`config.mk`:
```
export PLATFORM = sky130hd
export DESIGN_NAME = icmp_echo_reply_frame_filter
export DESIGN_NICKNAME = d
export VERILOG_FILES = /design/src/iefr_pkg.sv /design/src/iefr_cfg_regs.sv /design/src/iefr_frame_check.sv /design/src/iefr_out_reg.sv /design/src/icmp_echo_reply_frame_filter.sv
export VERILOG_INCLUDE_DIRS = /design/src /design/src/src
export SDC_FILE = /design/constraint.sdc
export NUM_CORES = 1
export LEC_CHECK = 0
export BUFFER_PORTS_ARGS = -buffer_cell sky130_fd_sc_hd__buf_4
export CORE_ASPECT_RATIO = 0.9
export CORE_UTILIZATION = 50
export DETAILED_ROUTE_END_ITERATION = 10
export PLACE_DENSITY = 0.7
export REMOVE_ABC_BUFFERS = 1
export SLEW_MARGIN = 20
export SYNTH_ARGS = -nofsm -noshare
export SYNTH_HDL_FRONTEND = slang
export SYNTH_HIERARCHICAL = 1
export SYNTH_SLANG_ARGS = --single-unit
```
`constraint.sdc`:
```
create_clock -name clk -period 4.3 [get_ports clk]
set_input_delay 0.43 -clock clk [delete_from_list [all_inputs] [get_ports clk]]
set_output_delay 0.43 -clock clk [all_outputs]
set_load 0.01 [all_outputs]
```
`src/icmp_echo_reply_frame_filter_assert.svh`:
```
// assertion macros for the echo reply frame filter
// depends on nothing; included by modules that carry checks
`ifndef ICMP_ECHO_REPLY_FRAME_FILTER_ASSERT_SVH
`define ICMP_ECHO_REPLY_FRAME_FILTER_ASSERT_SVH

`ifndef SYNTHESIS
`define IEFR_ASSERT_NOW(lbl, clk, rst_n, ante, cons) \
	lbl: assert property (@(posedge clk) disable iff (!rst_n) (ante) |-> (cons)) \
		else $error("iefr check failed");
`define IEFR_ASSERT_NEXT(lbl, clk, rst_n, ante, cons) \
	lbl: assert property (@(posedge clk) disable iff (!rst_n) (ante) |=> (cons)) \
		else $error("iefr check failed");
`else
`define IEFR_ASSERT_NOW(lbl, clk, rst_n, ante, cons)
`define IEFR_ASSERT_NEXT(lbl, clk, rst_n, ante, cons)
`endif

`endif

```
`src/iefr_pkg.sv`:
```
// shared types, constants and the payload pattern for the echo reply filter
// depends on nothing
package iefr_pkg;

	localparam logic [11:0] MAX_FRAME_BYTES = 12'd2048;
	localparam logic [11:0] PAYLOAD_BYTES   = 12'd9;
	localparam logic [3:0]  PAT_LEN         = 4'd9;
	localparam logic [11:0] ETH_LEN         = 12'd14;
	localparam logic [5:0]  IP_MIN_LEN      = 6'd20;
	localparam logic [11:0] ICMP_LEN        = 12'd8;
	localparam logic [11:0] MIN_FRAME       = 12'd42;
	localparam logic [15:0] ETHERTYPE_IPV4  = 16'h0800;
	localparam logic [7:0]  PROTO_ICMP      = 8'h01;
	localparam logic [3:0]  IHL_MASK        = 4'hF;

	localparam logic [11:0] POS_ETHERTYPE = 12'd13;
	localparam logic [11:0] POS_IHL       = 12'd14;
	localparam logic [11:0] POS_PROTOCOL  = 12'd23;
	localparam logic [11:0] POS_SOURCE    = 12'd29;
	localparam logic [11:0] POS_DEST      = 12'd33;
	localparam logic [11:0] OFS_TYPECODE  = 12'd1;
	localparam logic [11:0] OFS_IDENT     = 12'd5;
	localparam logic [11:0] OFS_SEQ       = 12'd7;

	localparam logic [15:0] ECHO_ID_RESET  = 16'h5153;
	localparam logic [15:0] ECHO_SEQ_RESET = 16'h0001;

	typedef enum logic [1:0] {
		CFG_LOCAL_ADDR   = 2'd0,
		CFG_GATEWAY_ADDR = 2'd1,
		CFG_ECHO_ID      = 2'd2,
		CFG_ECHO_SEQ     = 2'd3
	} cfg_idx_t;

	typedef enum logic [3:0] {
		RSN_MATCH         = 4'd0,
		RSN_SHORT         = 4'd1,
		RSN_ETHERTYPE     = 4'd2,
		RSN_IHL           = 4'd3,
		RSN_PROTOCOL      = 4'd4,
		RSN_ADDRESS       = 4'd5,
		RSN_TYPECODE      = 4'd6,
		RSN_ID_SEQ        = 4'd7,
		RSN_PAYLOAD_SHORT = 4'd8,
		RSN_PAYLOAD_DIFF  = 4'd9
	} reason_t;

	typedef enum logic [3:0] {
		FLG_ETHERTYPE = 4'd0,
		FLG_IHL       = 4'd1,
		FLG_PROTOCOL  = 4'd2,
		FLG_SOURCE    = 4'd3,
		FLG_DEST      = 4'd4,
		FLG_TYPECODE  = 4'd5,
		FLG_IDENT     = 4'd6,
		FLG_SEQ       = 4'd7,
		FLG_PAYLOAD   = 4'd8
	} flag_t;

	localparam int NUM_FLAGS = 9;

	typedef struct packed {
		logic [31:0] local_addr;
		logic [31:0] gateway_addr;
		logic [15:0] echo_id;
		logic [15:0] echo_seq;
	} cfg_t;

	typedef struct packed {
		logic    match;
		reason_t reason;
	} result_t;

	// expected payload byte, repeating every PAT_LEN bytes
	function automatic logic [7:0] pattern_byte(input logic [3:0] idx);
		logic [7:0] b;
		case (idx)
			4'd0: b = 8'h51;
			4'd1: b = 8'h4F;
			4'd2: b = 8'h53;
			4'd3: b = 8'h49;
			4'd4: b = 8'h43;
			4'd5: b = 8'h4D;
			4'd6: b = 8'h50;
			4'd7: b = 8'h52;
			4'd8: b = 8'h54;
			default: b = 8'h00;
		endcase
		return b;
	endfunction

endpackage

```
`src/iefr_cfg_regs.sv`:
```
// configuration registers of the echo reply filter
// depends on iefr_pkg
module iefr_cfg_regs
	import iefr_pkg::*;
(
	input  logic        clk,
	input  logic        arst_n,
	input  logic        cfg_we,
	input  logic [1:0]  cfg_index,
	input  logic [31:0] cfg_data,
	output cfg_t        cfg
);

	cfg_t cfg_q;

	always_ff @(posedge clk or negedge arst_n) begin
		if (!arst_n) begin
			cfg_q.local_addr   <= '0;
			cfg_q.gateway_addr <= '0;
			cfg_q.echo_id      <= ECHO_ID_RESET;
			cfg_q.echo_seq     <= ECHO_SEQ_RESET;
		end else if (cfg_we) begin
			case (cfg_idx_t'(cfg_index))
				CFG_LOCAL_ADDR:   cfg_q.local_addr   <= cfg_data;
				CFG_GATEWAY_ADDR: cfg_q.gateway_addr <= cfg_data;
				CFG_ECHO_ID:      cfg_q.echo_id      <= cfg_data[15:0];
				CFG_ECHO_SEQ:     cfg_q.echo_seq     <= cfg_data[15:0];
				default: ;
			endcase
		end
	end

	assign cfg = cfg_q;

endmodule

```
`src/iefr_frame_check.sv`:
```
// per-byte frame state, field checks and end-of-frame verdict
// depends on iefr_pkg
module iefr_frame_check
	import iefr_pkg::*;
(
	input  logic       clk,
	input  logic       arst_n,
	input  cfg_t       cfg,
	input  logic       step,
	input  logic [7:0] frame_byte,
	input  logic       last_byte,
	output result_t    res
);

	logic [11:0]          pos_q, pos_n;
	logic [5:0]           hl_q, hl_n;
	logic [31:0]          shift_q, shift_n;
	logic [NUM_FLAGS-1:0] flags_q, flags_n;
	logic [3:0]           pat_q, pat_n;
	logic [11:0]          icmp;
	logic [11:0]          pay_start;
	logic [11:0]          icmp_n;
	reason_t              reason;

	always_comb begin
		pos_n     = pos_q;
		hl_n      = hl_q;
		shift_n   = shift_q;
		flags_n   = flags_q;
		pat_n     = pat_q;
		icmp      = ETH_LEN + 12'(hl_q);
		pay_start = icmp + ICMP_LEN;
		if (pos_q < MAX_FRAME_BYTES) begin
			shift_n = {shift_q[23:0], frame_byte};
			pos_n   = pos_q + 12'd1;
			if (pos_q == POS_ETHERTYPE && shift_n[15:0] != ETHERTYPE_IPV4)
				flags_n[FLG_ETHERTYPE] = 1'b0;
			if (pos_q == POS_IHL) begin
				hl_n = {frame_byte[3:0] & IHL_MASK, 2'b00};
				if (hl_n < IP_MIN_LEN)
					flags_n[FLG_IHL] = 1'b0;
			end
			if (pos_q == POS_PROTOCOL && frame_byte != PROTO_ICMP)
				flags_n[FLG_PROTOCOL] = 1'b0;
			if (pos_q == POS_SOURCE && shift_n != cfg.gateway_addr)
				flags_n[FLG_SOURCE] = 1'b0;
			if (pos_q == POS_DEST && shift_n != cfg.local_addr)
				flags_n[FLG_DEST] = 1'b0;
			if (pos_q == icmp + OFS_TYPECODE && shift_n[15:0] != 16'h0000)
				flags_n[FLG_TYPECODE] = 1'b0;
			if (pos_q == icmp + OFS_IDENT && shift_n[15:0] != cfg.echo_id)
				flags_n[FLG_IDENT] = 1'b0;
			if (pos_q == icmp + OFS_SEQ && shift_n[15:0] != cfg.echo_seq)
				flags_n[FLG_SEQ] = 1'b0;
			if (pos_q >= pay_start && pos_q < pay_start + PAYLOAD_BYTES) begin
				if (frame_byte != pattern_byte(pat_q))
					flags_n[FLG_PAYLOAD] = 1'b0;
				pat_n = (pat_q == PAT_LEN - 4'd1) ? 4'd0 : pat_q + 4'd1;
			end
		end
	end

	// verdict on the state including this byte
	always_comb begin
		icmp_n = ETH_LEN + 12'(hl_n) + ICMP_LEN;
		if (pos_n < MIN_FRAME)
			reason = RSN_SHORT;
		else if (!flags_n[FLG_ETHERTYPE])
			reason = RSN_ETHERTYPE;
		else if (!flags_n[FLG_IHL] || hl_n < IP_MIN_LEN || pos_n < icmp_n)
			reason = RSN_IHL;
		else if (!flags_n[FLG_PROTOCOL])
			reason = RSN_PROTOCOL;
		else if (!flags_n[FLG_SOURCE] || !flags_n[FLG_DEST])
			reason = RSN_ADDRESS;
		else if (!flags_n[FLG_TYPECODE])
			reason = RSN_TYPECODE;
		else if (!flags_n[FLG_IDENT] || !flags_n[FLG_SEQ])
			reason = RSN_ID_SEQ;
		else if (icmp_n + PAYLOAD_BYTES > pos_n)
			reason = RSN_PAYLOAD_SHORT;
		else if (!flags_n[FLG_PAYLOAD])
			reason = RSN_PAYLOAD_DIFF;
		else
			reason = RSN_MATCH;
	end

	assign res.reason = reason;
	assign res.match  = (reason == RSN_MATCH);

	always_ff @(posedge clk or negedge arst_n) begin
		if (!arst_n) begin
			pos_q   <= '0;
			hl_q    <= '0;
			shift_q <= '0;
			flags_q <= '1;
			pat_q   <= '0;
		end else if (step) begin
			if (last_byte) begin
				pos_q   <= '0;
				hl_q    <= '0;
				shift_q <= '0;
				flags_q <= '1;
				pat_q   <= '0;
			end else begin
				pos_q   <= pos_n;
				hl_q    <= hl_n;
				shift_q <= shift_n;
				flags_q <= flags_n;
				pat_q   <= pat_n;
			end
		end
	end

endmodule

```
`src/iefr_out_reg.sv`:
```
// result register on the master side of the echo reply filter
// depends on iefr_pkg and the assertion macro header
`include "icmp_echo_reply_frame_filter_assert.svh"
module iefr_out_reg
	import iefr_pkg::*;
(
	input  logic       clk,
	input  logic       arst_n,
	input  logic       load,
	input  result_t    res,
	output logic       m_axis_tvalid,
	input  logic       m_axis_tready,
	output logic [7:0] m_axis_tdata
);

	logic    valid_q;
	result_t res_q;

	always_ff @(posedge clk or negedge arst_n) begin
		if (!arst_n) begin
			valid_q <= 1'b0;
		end else if (load) begin
			valid_q <= 1'b1;
		end else if (m_axis_tready) begin
			valid_q <= 1'b0;
		end
	end

	always_ff @(posedge clk) begin
		if (load) begin
			res_q <= res;
		end
	end

	assign m_axis_tvalid = valid_q;
	assign m_axis_tdata  = {3'b000, res_q.reason, res_q.match};

	`IEFR_ASSERT_NOW(a_no_overwrite, clk, arst_n, load, !valid_q || m_axis_tready)
	`IEFR_ASSERT_NOW(a_reason_range, clk, arst_n, valid_q, res_q.reason <= RSN_PAYLOAD_DIFF)
	`IEFR_ASSERT_NOW(a_match_agrees, clk, arst_n, valid_q, res_q.match == (res_q.reason == RSN_MATCH))

endmodule

```
`src/icmp_echo_reply_frame_filter.sv`:
```
// channel   dir  width  contents
// s_axis    in   8+1    tdata frame byte, tlast last byte of frame
// m_axis    out  8      tdata match bit, reject reason
// cfg       in   2+32   register index, write data
//
// one byte per cycle unless s_axis stalls; a byte enters the input register,
// is checked there, and a frame end loads the verdict into the result register
// the input register keeps taking bytes while a verdict waits; only a second
// frame end behind an untaken verdict stalls s_axis
// no clearing pass after reset; arst_n resets frame state, valid flags and cfg registers
// depends on iefr_pkg, iefr_cfg_regs, iefr_frame_check, iefr_out_reg
module icmp_echo_reply_frame_filter
	import iefr_pkg::*;
(
	input  logic        clk,
	input  logic        arst_n,
	input  logic        s_axis_tvalid,
	output logic        s_axis_tready,
	input  logic [7:0]  s_axis_tdata,   // [7:0] frame_byte
	input  logic        s_axis_tlast,
	output logic        m_axis_tvalid,
	input  logic        m_axis_tready,
	output logic [7:0]  m_axis_tdata,   // [0] is_echo_reply, [4:1] reject_reason
	input  logic        cfg_we,
	input  logic [1:0]  cfg_index,
	input  logic [31:0] cfg_data
);

	cfg_t       cfg;
	result_t    res;
	logic       valid_s1;
	logic [7:0] byte_s1;
	logic       last_s1;
	logic       advance;

	iefr_cfg_regs u_cfg (
		.clk       (clk),
		.arst_n    (arst_n),
		.cfg_we    (cfg_we),
		.cfg_index (cfg_index),
		.cfg_data  (cfg_data),
		.cfg       (cfg)
	);

	// a frame end may only move on when the result register can take it
	assign advance       = valid_s1 && (!last_s1 || !m_axis_tvalid || m_axis_tready);
	assign s_axis_tready = !valid_s1 || advance;

	always_ff @(posedge clk or negedge arst_n) begin
		if (!arst_n) begin
			valid_s1 <= 1'b0;
		end else if (s_axis_tready) begin
			valid_s1 <= s_axis_tvalid;
		end
	end

	always_ff @(posedge clk) begin
		if (s_axis_tvalid && s_axis_tready) begin
			byte_s1 <= s_axis_tdata;
			last_s1 <= s_axis_tlast;
		end
	end

	iefr_frame_check u_check (
		.clk        (clk),
		.arst_n     (arst_n),
		.cfg        (cfg),
		.step       (advance),
		.frame_byte (byte_s1),
		.last_byte  (last_s1),
		.res        (res)
	);

	iefr_out_reg u_out (
		.clk           (clk),
		.arst_n        (arst_n),
		.load          (advance && last_s1),
		.res           (res),
		.m_axis_tvalid (m_axis_tvalid),
		.m_axis_tready (m_axis_tready),
		.m_axis_tdata  (m_axis_tdata)
	);

endmodule
```
### Yosys cells after proc, flatten, opt, wreduce, memory -nomap -nowiden

Memories as Yosys holds them, arrays and structs flattened.
Cells that the tools add are included.

* add/subtract/negate cells: 11
* order comparisons: 8
* equal/unequal tests: 19
* muxes and demuxes: 37
* reduce and logical (&&, ||, !) cells: 38

Operators with widths (count)
* $ne 32x32->1: 2
* $mux 4: 13
* $add 12x4->12 const B: 4
* $mux 24: 2
* $eq 12x12->1: 3
* $ne 16x16->1: 2
* $add 12x1->12 const B: 2
* $add 12x3->12 const B: 2
* $eq 12x4->1 const B: 2
* $eq 12x5->1 const B: 2
* $lt 12x12->1: 2
* $mux 12: 2
* $mux 6: 3
* $mux 9: 2
* $mux 8: 2
* $ne 16x12->1 const B: 1
* $reduce_bool 16->1: 1
* $add 4x6->7 const A: 2
* $mux 1: 13
* $eq 12x6->1 const B: 1
* $ge 12x12->1: 1
* $gt 12x12->1: 1
* $lt 12x12->1 const B: 1
* $lt 12x6->1 const B: 1
* 15 further kinds: 46

* register bits: 167
* bits in read-only memories: 96
* output and inout bits: 10
* logic and storage cells: 129
* memories: 1

Memories
* (no name shown): depth 16, width 6, read ports 1, clocked after memory_dff 0, write ports 0, line iefr_pkg.sv:77 `case (idx)`

### Depth between registers and ports, before layout

Gate-level depths: netlist (run 1).

* word-level depth: 21
* gate-level depth with buffers: 19

### Cells and area by module

The synthesis (run 1) kept the hierarchy.

By module, submodules not included
* iefr_frame_check: instances 1, cells each 686, area each 5835.6 sq um
* iefr_cfg_regs: instances 1, cells each 204, area each 3598.5 sq um
* icmp_echo_reply_frame_filter: instances 1, cells each 17, area each 344.1 sq um
* iefr_out_reg: instances 1, cells each 12, area each 212.7 sq um

### Worst setup path before layout (run 1)

No wires, ideal clock.

* path kind: register to register
* start: register u_check.hl_q[1]
* end: register u_out.res_q, in the netlist u_out/m_axis_tdata[1], data pin
* library setup time: 0.159 ns
* arrival: 3.997 ns
* data required time: 4.141 ns
* setup slack: 0.144 ns
* stages on the path, launching flop included: 16
* path buffers: 1
* path through: dfrtp_1 inv_1 ha_1 xnor2_2 inv_1 ha_1 buf_2 xor2_1 o31a_1 ha_1 a21o_1 a2111oi_4 o32ai_1 o21ba_2 a21o_1 a22oi_1

RTL lines
* start, declared: line iefr_frame_check.sv:16 `logic [5:0] hl_q, hl_n;`
* start signal, assigned: line iefr_frame_check.sv:107 `hl_q <= hl_n;`
* end signal, assigned: line iefr_out_reg.sv:31 `res_q <= res;`
* end, declared: line iefr_out_reg.sv:17 `result_t res_q;`

==> out/results.txt, run 1 <==
status: finished clean
gpl congestion: 0.939
TritonCTS clock tree: done
Max-cap violations: 0
CTS Buf Count: 17
CP max stage delay: 530 ps
final net count: 1,064
crit share post-route: 93.8%
Hold/Removal Path Class: in2async
CORE AREA: 0.0194 mm^2
DP Worst Slack: 144 ps
async set or reset register ratio after synthesis: 91.6%
worst setup path class: reg2reg
Setup crit start kind: flop
syn_area_per_cell: 10.9 um^2
initial antenna violation count: 0
area grow syn2layout: 13.0%
sequential cell area fraction in the yosys report: 42.7%
clk buf depth: 2
fin util: 58.2%
Antenna Nets Post-Route: 0
pin count of the biggest net entering global routing: 96
fin crit period: 4030 ps
main combinational cell family by area after synthesis: simple AND/OR/NAND/NOR gates
Setup Viol. Count Final: 0
first-pass GRT wire length: 39,100 um
port bufs: 54
CP max FO: 12
P_leak: 4.87 nW
ranking of synthesized cells by area: dfrtp_1 34%, mux2_2 11%, xnor2_1 6.4%
RSZ-0062 raised after global routing: no
initial drt markers: 560
Post-synth top cells: 136 x dfrtp_1, 96 x mux2_2, 73 x xnor2_1, 61 x xor2_1, 50 x ha_1
die height: 136 um
cell at the slowest stage of the critical path: dfrtp_1
max_slew headroom: 38.8%
total power draw: 4.39 mW
placed inst area: 0.0107 mm^2
Clock transition at path regs: 60 ps
PnR worst setup slack: 267 ps
row cnt: 48
CP Buf/Inv Count: 1
post-synth top area share: 34.1%
synthesized area: 0.00999 mm^2
vias in the first global route: 6,948
DR WL/cell: 20.1 um
setup tns final: 0 ps
placed cells: 1,197
count leader, synth: dfrtp_1
Worst EP arrival: 4170 ps
gr usage total: 25.7%
worst hold slack: 61.3 ps
share of cells above drive strength 1: 25.2%
CTS Root Cell: clkbuf_16
hold buffer count at cts: 0
Synth Area in Simple Gates: 13.0%
worst-margin pin slew: 918 ps
Syn. warnings: 6
HPWL Detailed: 17,800 um
xor-xnor portion of the synthesized cell area: 12.1%
gr ovfl total: 0
Setup Skew: 9.26 ps
DR pass1 iterations: 5
Worst Path Required: 4440 ps
Post-synth EDFFs: 14
full die area: 0.0206 mm^2
Post-synth top flop: dfrtp_1
final instance area: 0.0113 mm^2
Ant. Diodes: 0
Syn Inst Count: 919
IO Pins: 58
Routed WL: 24,700 um
post-synthesis mux area share: 11.3%
crit path cell chain: nor4_2, buf_4, nand4_1, nor2_1, nor2_1, ha_1, nand2b_1, mux2i_1, xnor2_1, ha_1, nand4_1, o21bai_1, a211oi_1, o21ba_2, a21o_1, a22oi_1
adder-cell share of the synthesized area: 6.26%
# clock sinks: 167
final hold vios: 0
Peak VDD IR: 273 uV
routed vias/inst: 5.90
Power Density: 389 mW/mm^2
Max Slew Vio Count: 0
CP endpoint kind: flop
Finished Layout Cells: 1,229
Initial Util: 51.5%
post-synth top area cell: dfrtp_1
Top delay family on crit path: simple AND/OR/NAND/NOR gates
routed vias: 7,256
Max Fclk: 0.248 GHz
post-synth cell types: 82
Synth Area in Compound Gates: 10.7%
flops & latches, synth: 167
H-tree Lvls: 4
fillers: 1,646
DRC: 0
worst skew pair latency: 430 ps
die width: 151 um
## sequential cells by signal, indices dropped and copies added, names as in the netlist
signal and flops:
u_cfg/cfg 96, u_check/shift_q 24, byte_s1 8, valid_s1 1
u_check/flags_q 9, u_check/hl_q 6, u_check/pat_q 4, last_s1 1
u_out/m_axis_tvalid 1, u_check/pos_q 12, u_out/m_axis_tdata 5
## worst reg2reg max path, stage by stage (launching register included)
cell and delay [ps]:
dfrtp_1 530, nor4_2 350, buf_4 200, nand4_1 170, nor2_1 390, nor2_1 190, ha_1 250, nand2b_1 110
mux2i_1 230, xnor2_1 90, ha_1 280, nand4_1 80, o21bai_1 180, a211oi_1 330, o21ba_2 190, a21o_1 100
a22oi_1 70
## logic make-up after synthesis
group           Yosys count
buf+inv                  84
xor+xnor                136
mux                     101
other cells               3
fa+ha+maj                50
flops                   167
compound gates          145
simple gates            233
## power breakdown
part / internal, mW / switching, mW / total (mW)
sequential: 1.81 / 0.207 / 2.02
combinational: 0.418 / 0.402 / 0.820
clock: 0.882 / 0.674 / 1.56
total: 3.11 / 1.28 / 4.39
## layout by cell type, fill, tap and decap left out, types with 31 or more instances in the layout
cell and instances:
buf_4 76, dfrtp_1 136, ha_1 50, inv_1 31, mux2_2 96, nand2_1 43
nor2_1 45, xnor2_1 73, xor2_1 60
## timing repair
item	CTS	global route
endpoints found under the setup margin	0	3
buffers inserted	0	0
gates resized for setup	0	4
## per-layer routing
metal	vias up	GRT usage [%]	part of all wire (%)
li1	3361	-	-
met1	3616	39.2	49
met2	255	36.0	42
met3	24	6.34	7.7
met4	0	5.89	1.2
met5	-	0	0
## final cells by class
cell class              instances  area [um^2]  area share, %
flip-flops and latches        167         4270           37.8
inverters                      33          124           1.10
repair buffers                 77          582           5.15
well taps                     250          313           2.77
multi-input cells             670         5400           47.8
clock inverters                12          128           1.13
clock buffers                  20          478           4.23
## worst paths after layout
| path | from | depth (start not counted) | end | slack (ps) |
|---|---|---|---|---|
| setup / recovery | u_check/pos_q[11] | 16 | u_out/m_axis_tdata[1] | 270 |
| hold / removal | arst_n | 1 | u_check/hl_q[2] | 60 |
| setup reg to reg | u_check/pos_q[11] | 16 | u_out/m_axis_tdata[1] | 270 |
| hold reg to reg | u_check/flags_q[6] | 2 | u_check/flags_q[6] | 470 |
| max in group asynchronous | arst_n | 2 | u_check/flags_q[2] | 3180 |
| min in group clk | s_axis_tdata[7] | 1 | byte_s1[7] | 170 |
Power figures use the tool's default switching activity.
==> inputs of run 2 (changes only) <==
==> constraint.sdc (replaced) <==
create_clock -name clk -period 4.3 [get_ports clk]
set_input_delay 0.86 -clock clk [delete_from_list [all_inputs] [get_ports clk]]
set_output_delay 0.86 -clock clk [all_outputs]
set_load 0.01 [all_outputs]
==> run 2 against run 1 <==
Largest power group unchanged. Critical endpoint unchanged. Flip-flop and latch count is the same. Hold slack gained 400 ps. Critical path depth grew 1.
==> out/results.txt, run 2 (synthesized netlist as in run 1, its figures left out) <==
status: finished clean
Reg area: 0.00427 mm^2 (unchanged)
H-tree Lvls: 4 (unchanged)
CP max FO: 9 (-3)
CORE AREA: 0.0194 mm^2 (unchanged)
setup tns final: 0 ps (unchanged)
crit share post-route: 93.2% (-0.60 points)
DR WL/cell: 20.1 um (-0.33%)
HPWL Detailed: 17,100 um (-3.9%)
RSZ-0062 raised after global routing: no
CP endpoint kind: flop
Clock transition at path regs: 70 ps (about the same)
Worst Path Required: 4570 ps (+130 ps)
final hold vios: 0 (unchanged)
placed inst area: 0.0106 mm^2 (-0.31%)
die width: 151 um (unchanged)
# clock sinks: 167 (unchanged)
clk buf depth: 2 (unchanged)
commonest non-fill, non-tap cell in the layout: dfrtp_1
full die area: 0.0206 mm^2 (unchanged)
P_leak: 4.84 nW (-0.64%)
Max Fclk: 0.250 GHz (+0.65%)
fillers: 1,632 (-0.85%)
final net count: 1,058 (-0.56%)
Hold/Removal Path Class: reg2reg
Initial Util: 51.5% (unchanged)
Peak VDD IR: 278 uV (+1.6%)
share of cells above drive strength 1: 24.8% (-0.46 points)
worst skew pair latency: 430 ps (about the same)
Ant. Diodes: 0 (unchanged)
final instance area: 0.0113 mm^2 (-0.30%)
fin crit period: 4010 ps (-26.0 ps)
worst hold stages: 2
number of flip-flops under the largest register name: 96 (unchanged)
hold buffer count at cts: 0 (unchanged)
Max-cap violations: 0 (unchanged)
area taken by multi-input logic gates: 0.00539 mm^2 (about the same)
Max Slew Vio Count: 0 (unchanged)
fraction of power spent switching nets: 29.5% (+0.32 points)
die height: 136 um (unchanged)
row cnt: 48 (unchanged)
worst-margin pin slew: 893 ps (-24.9 ps)
port bufs: 54 (unchanged)
pin count of the biggest net entering global routing: 154 (+60%)
register share of total power: 45.8% (about the same)
Routed WL: 24,500 um (-0.82%)
reg-to-reg slack, setup: 290 ps (+30 ps)
initial drt markers: 609 (+8.8%)
IO Pins: 58 (unchanged)
TritonCTS clock tree: done
DR pass1 iterations: 6 (+1)
vias in the first global route: 6,907 (-0.59%)
Power Density: 392 mW/mm^2 (+0.73%)
CTS Buf Count: 17 (unchanged)
initial antenna violation count: 0 (unchanged)
routed vias: 7,161 (-1.3%)
worst setup path class: reg2reg
Pint: 3.11 mW (about the same)
Antenna Nets Post-Route: 0 (unchanged)
Worst EP arrival: 4280 ps (+110 ps)
area grow syn2layout: 12.7%
Switching Power: 1.30 mW (+1.5%)
R2R depth: 17 (+1)
Setup Viol. Count Final: 0 (unchanged)
first-pass GRT wire length: 39,000 um (-0.21%)
gpl congestion: 0.887 (-5.5%)
Clock Power Share: 35.8% (+0.4 points)
Setup crit start kind: flop
gr ovfl total: 0 (unchanged)
CTS Root Cell: clkbuf_16
routed vias/inst: 5.86 (-0.83%)
max_slew headroom: 40.5% (+1.7 points)
Comb power frac: 18.4% (-0.3 points)
gr usage total: 25.4% (-0.28 points)
most frequent cells in the layout: 136 x dfrtp_1, 96 x mux2_2, 73 x xnor2_1, 69 x buf_4, 61 x xor2_1
DRC: 0 (unchanged)
Setup Skew: 11.4 ps (+2.16 ps)
[run 2: worst max-delay path, cell delays in order (launching register included)]
cell and delay, ps:
dfrtp_1 370, inv_1 170, ha_2 300, xnor2_4 190, inv_1 190, ha_1 340
xor2_1 240, nor3_1 310, xnor2_1 170, ha_1 250, nand4b_1 100, nor3_1 60
o41a_1 130, a2111oi_4 250, o32ai_2 210, o21ba_2 230, a21o_1 170, a22oi_1 150
[run 2: per-layer routing]
| metal | part of all wire [%] | routed length, um | global-route usage [%] | vias to the layer above |
|---|---|---|---|---|
| li1 | - | - | - | 3359 |
| met1 | 49 | 12000 | 38.4 | 3529 |
| met2 | 43 | 10500 | 36.1 | 251 |
| met3 | 7.0 | 1730 | 5.81 | 22 |
| met4 | 1.1 | 265 | 6.50 | 0 |
| met5 | 0 | 0 | 0 | - |
[run 2: per-stage QoR]
| stage | hold WS (ps) | utilization [%] | setup slack, ps | total power [mW] | std cells |
|---|---|---|---|---|---|
| after floorplan | 439 | - | 184 | 2.55 | 870 |
| after global placement | 453 | 54.7 | 237 | 2.83 | 1191 |
| after detailed placement | 460 | 54.7 | 81.9 | 2.85 | 1191 |
| after CTS | 470 | 57.9 | 47.2 | 4.44 | 1223 |
| after global routing | 515 | 58.0 | 8.94 | 4.61 | 1223 |
| final | 464 | 58.0 | 293 | 4.41 | 1223 |
[run 2: final timing paths]
| check | startpoint | end |
|---|---|---|
| min | u_check/flags_q[6] | u_check/flags_q[6] |
| max in group asynchronous | arst_n | u_out/m_axis_tvalid |
| max reg2reg | u_check/hl_q[1] | u_out/m_axis_tdata[1] |
| max | u_check/hl_q[1] | u_out/m_axis_tdata[1] |
| min in group asynchronous | arst_n | u_check/pat_q[0] |
| min reg2reg | u_check/flags_q[6] | u_check/flags_q[6] |
[run 2: final cells by class]
class / count / share of cell area, %
Clock buffer: 20 / 4.25
Clock inverter: 12 / 1.17
Multi-Input combinational cell: 670 / 47.9
Inverter: 33 / 1.10
Timing Repair Buffer: 71 / 4.88
Sequential cell: 167 / 37.9
Tap cell: 250 / 2.78
[run 2: power by group through the flow]
stage / clock network (mW) / registers (mW) / logic [mW]
2_1_floorplan: 0 / 1.99 / 0.553
4_1_cts: 1.60 / 2.02 / 0.815
6_report: 1.58 / 2.02 / 0.812
3_5_place_dp: 0 / 2.05 / 0.804
3_3_place_gp: 0 / 2.04 / 0.791
5_1_grt: 1.66 / 2.05 / 0.898
[run 2: repair_timing]
action / CTS / global route
resized for setup: 0 / 3
setup endpoints to repair: 0 / 4
setup buffers: 0 / 0
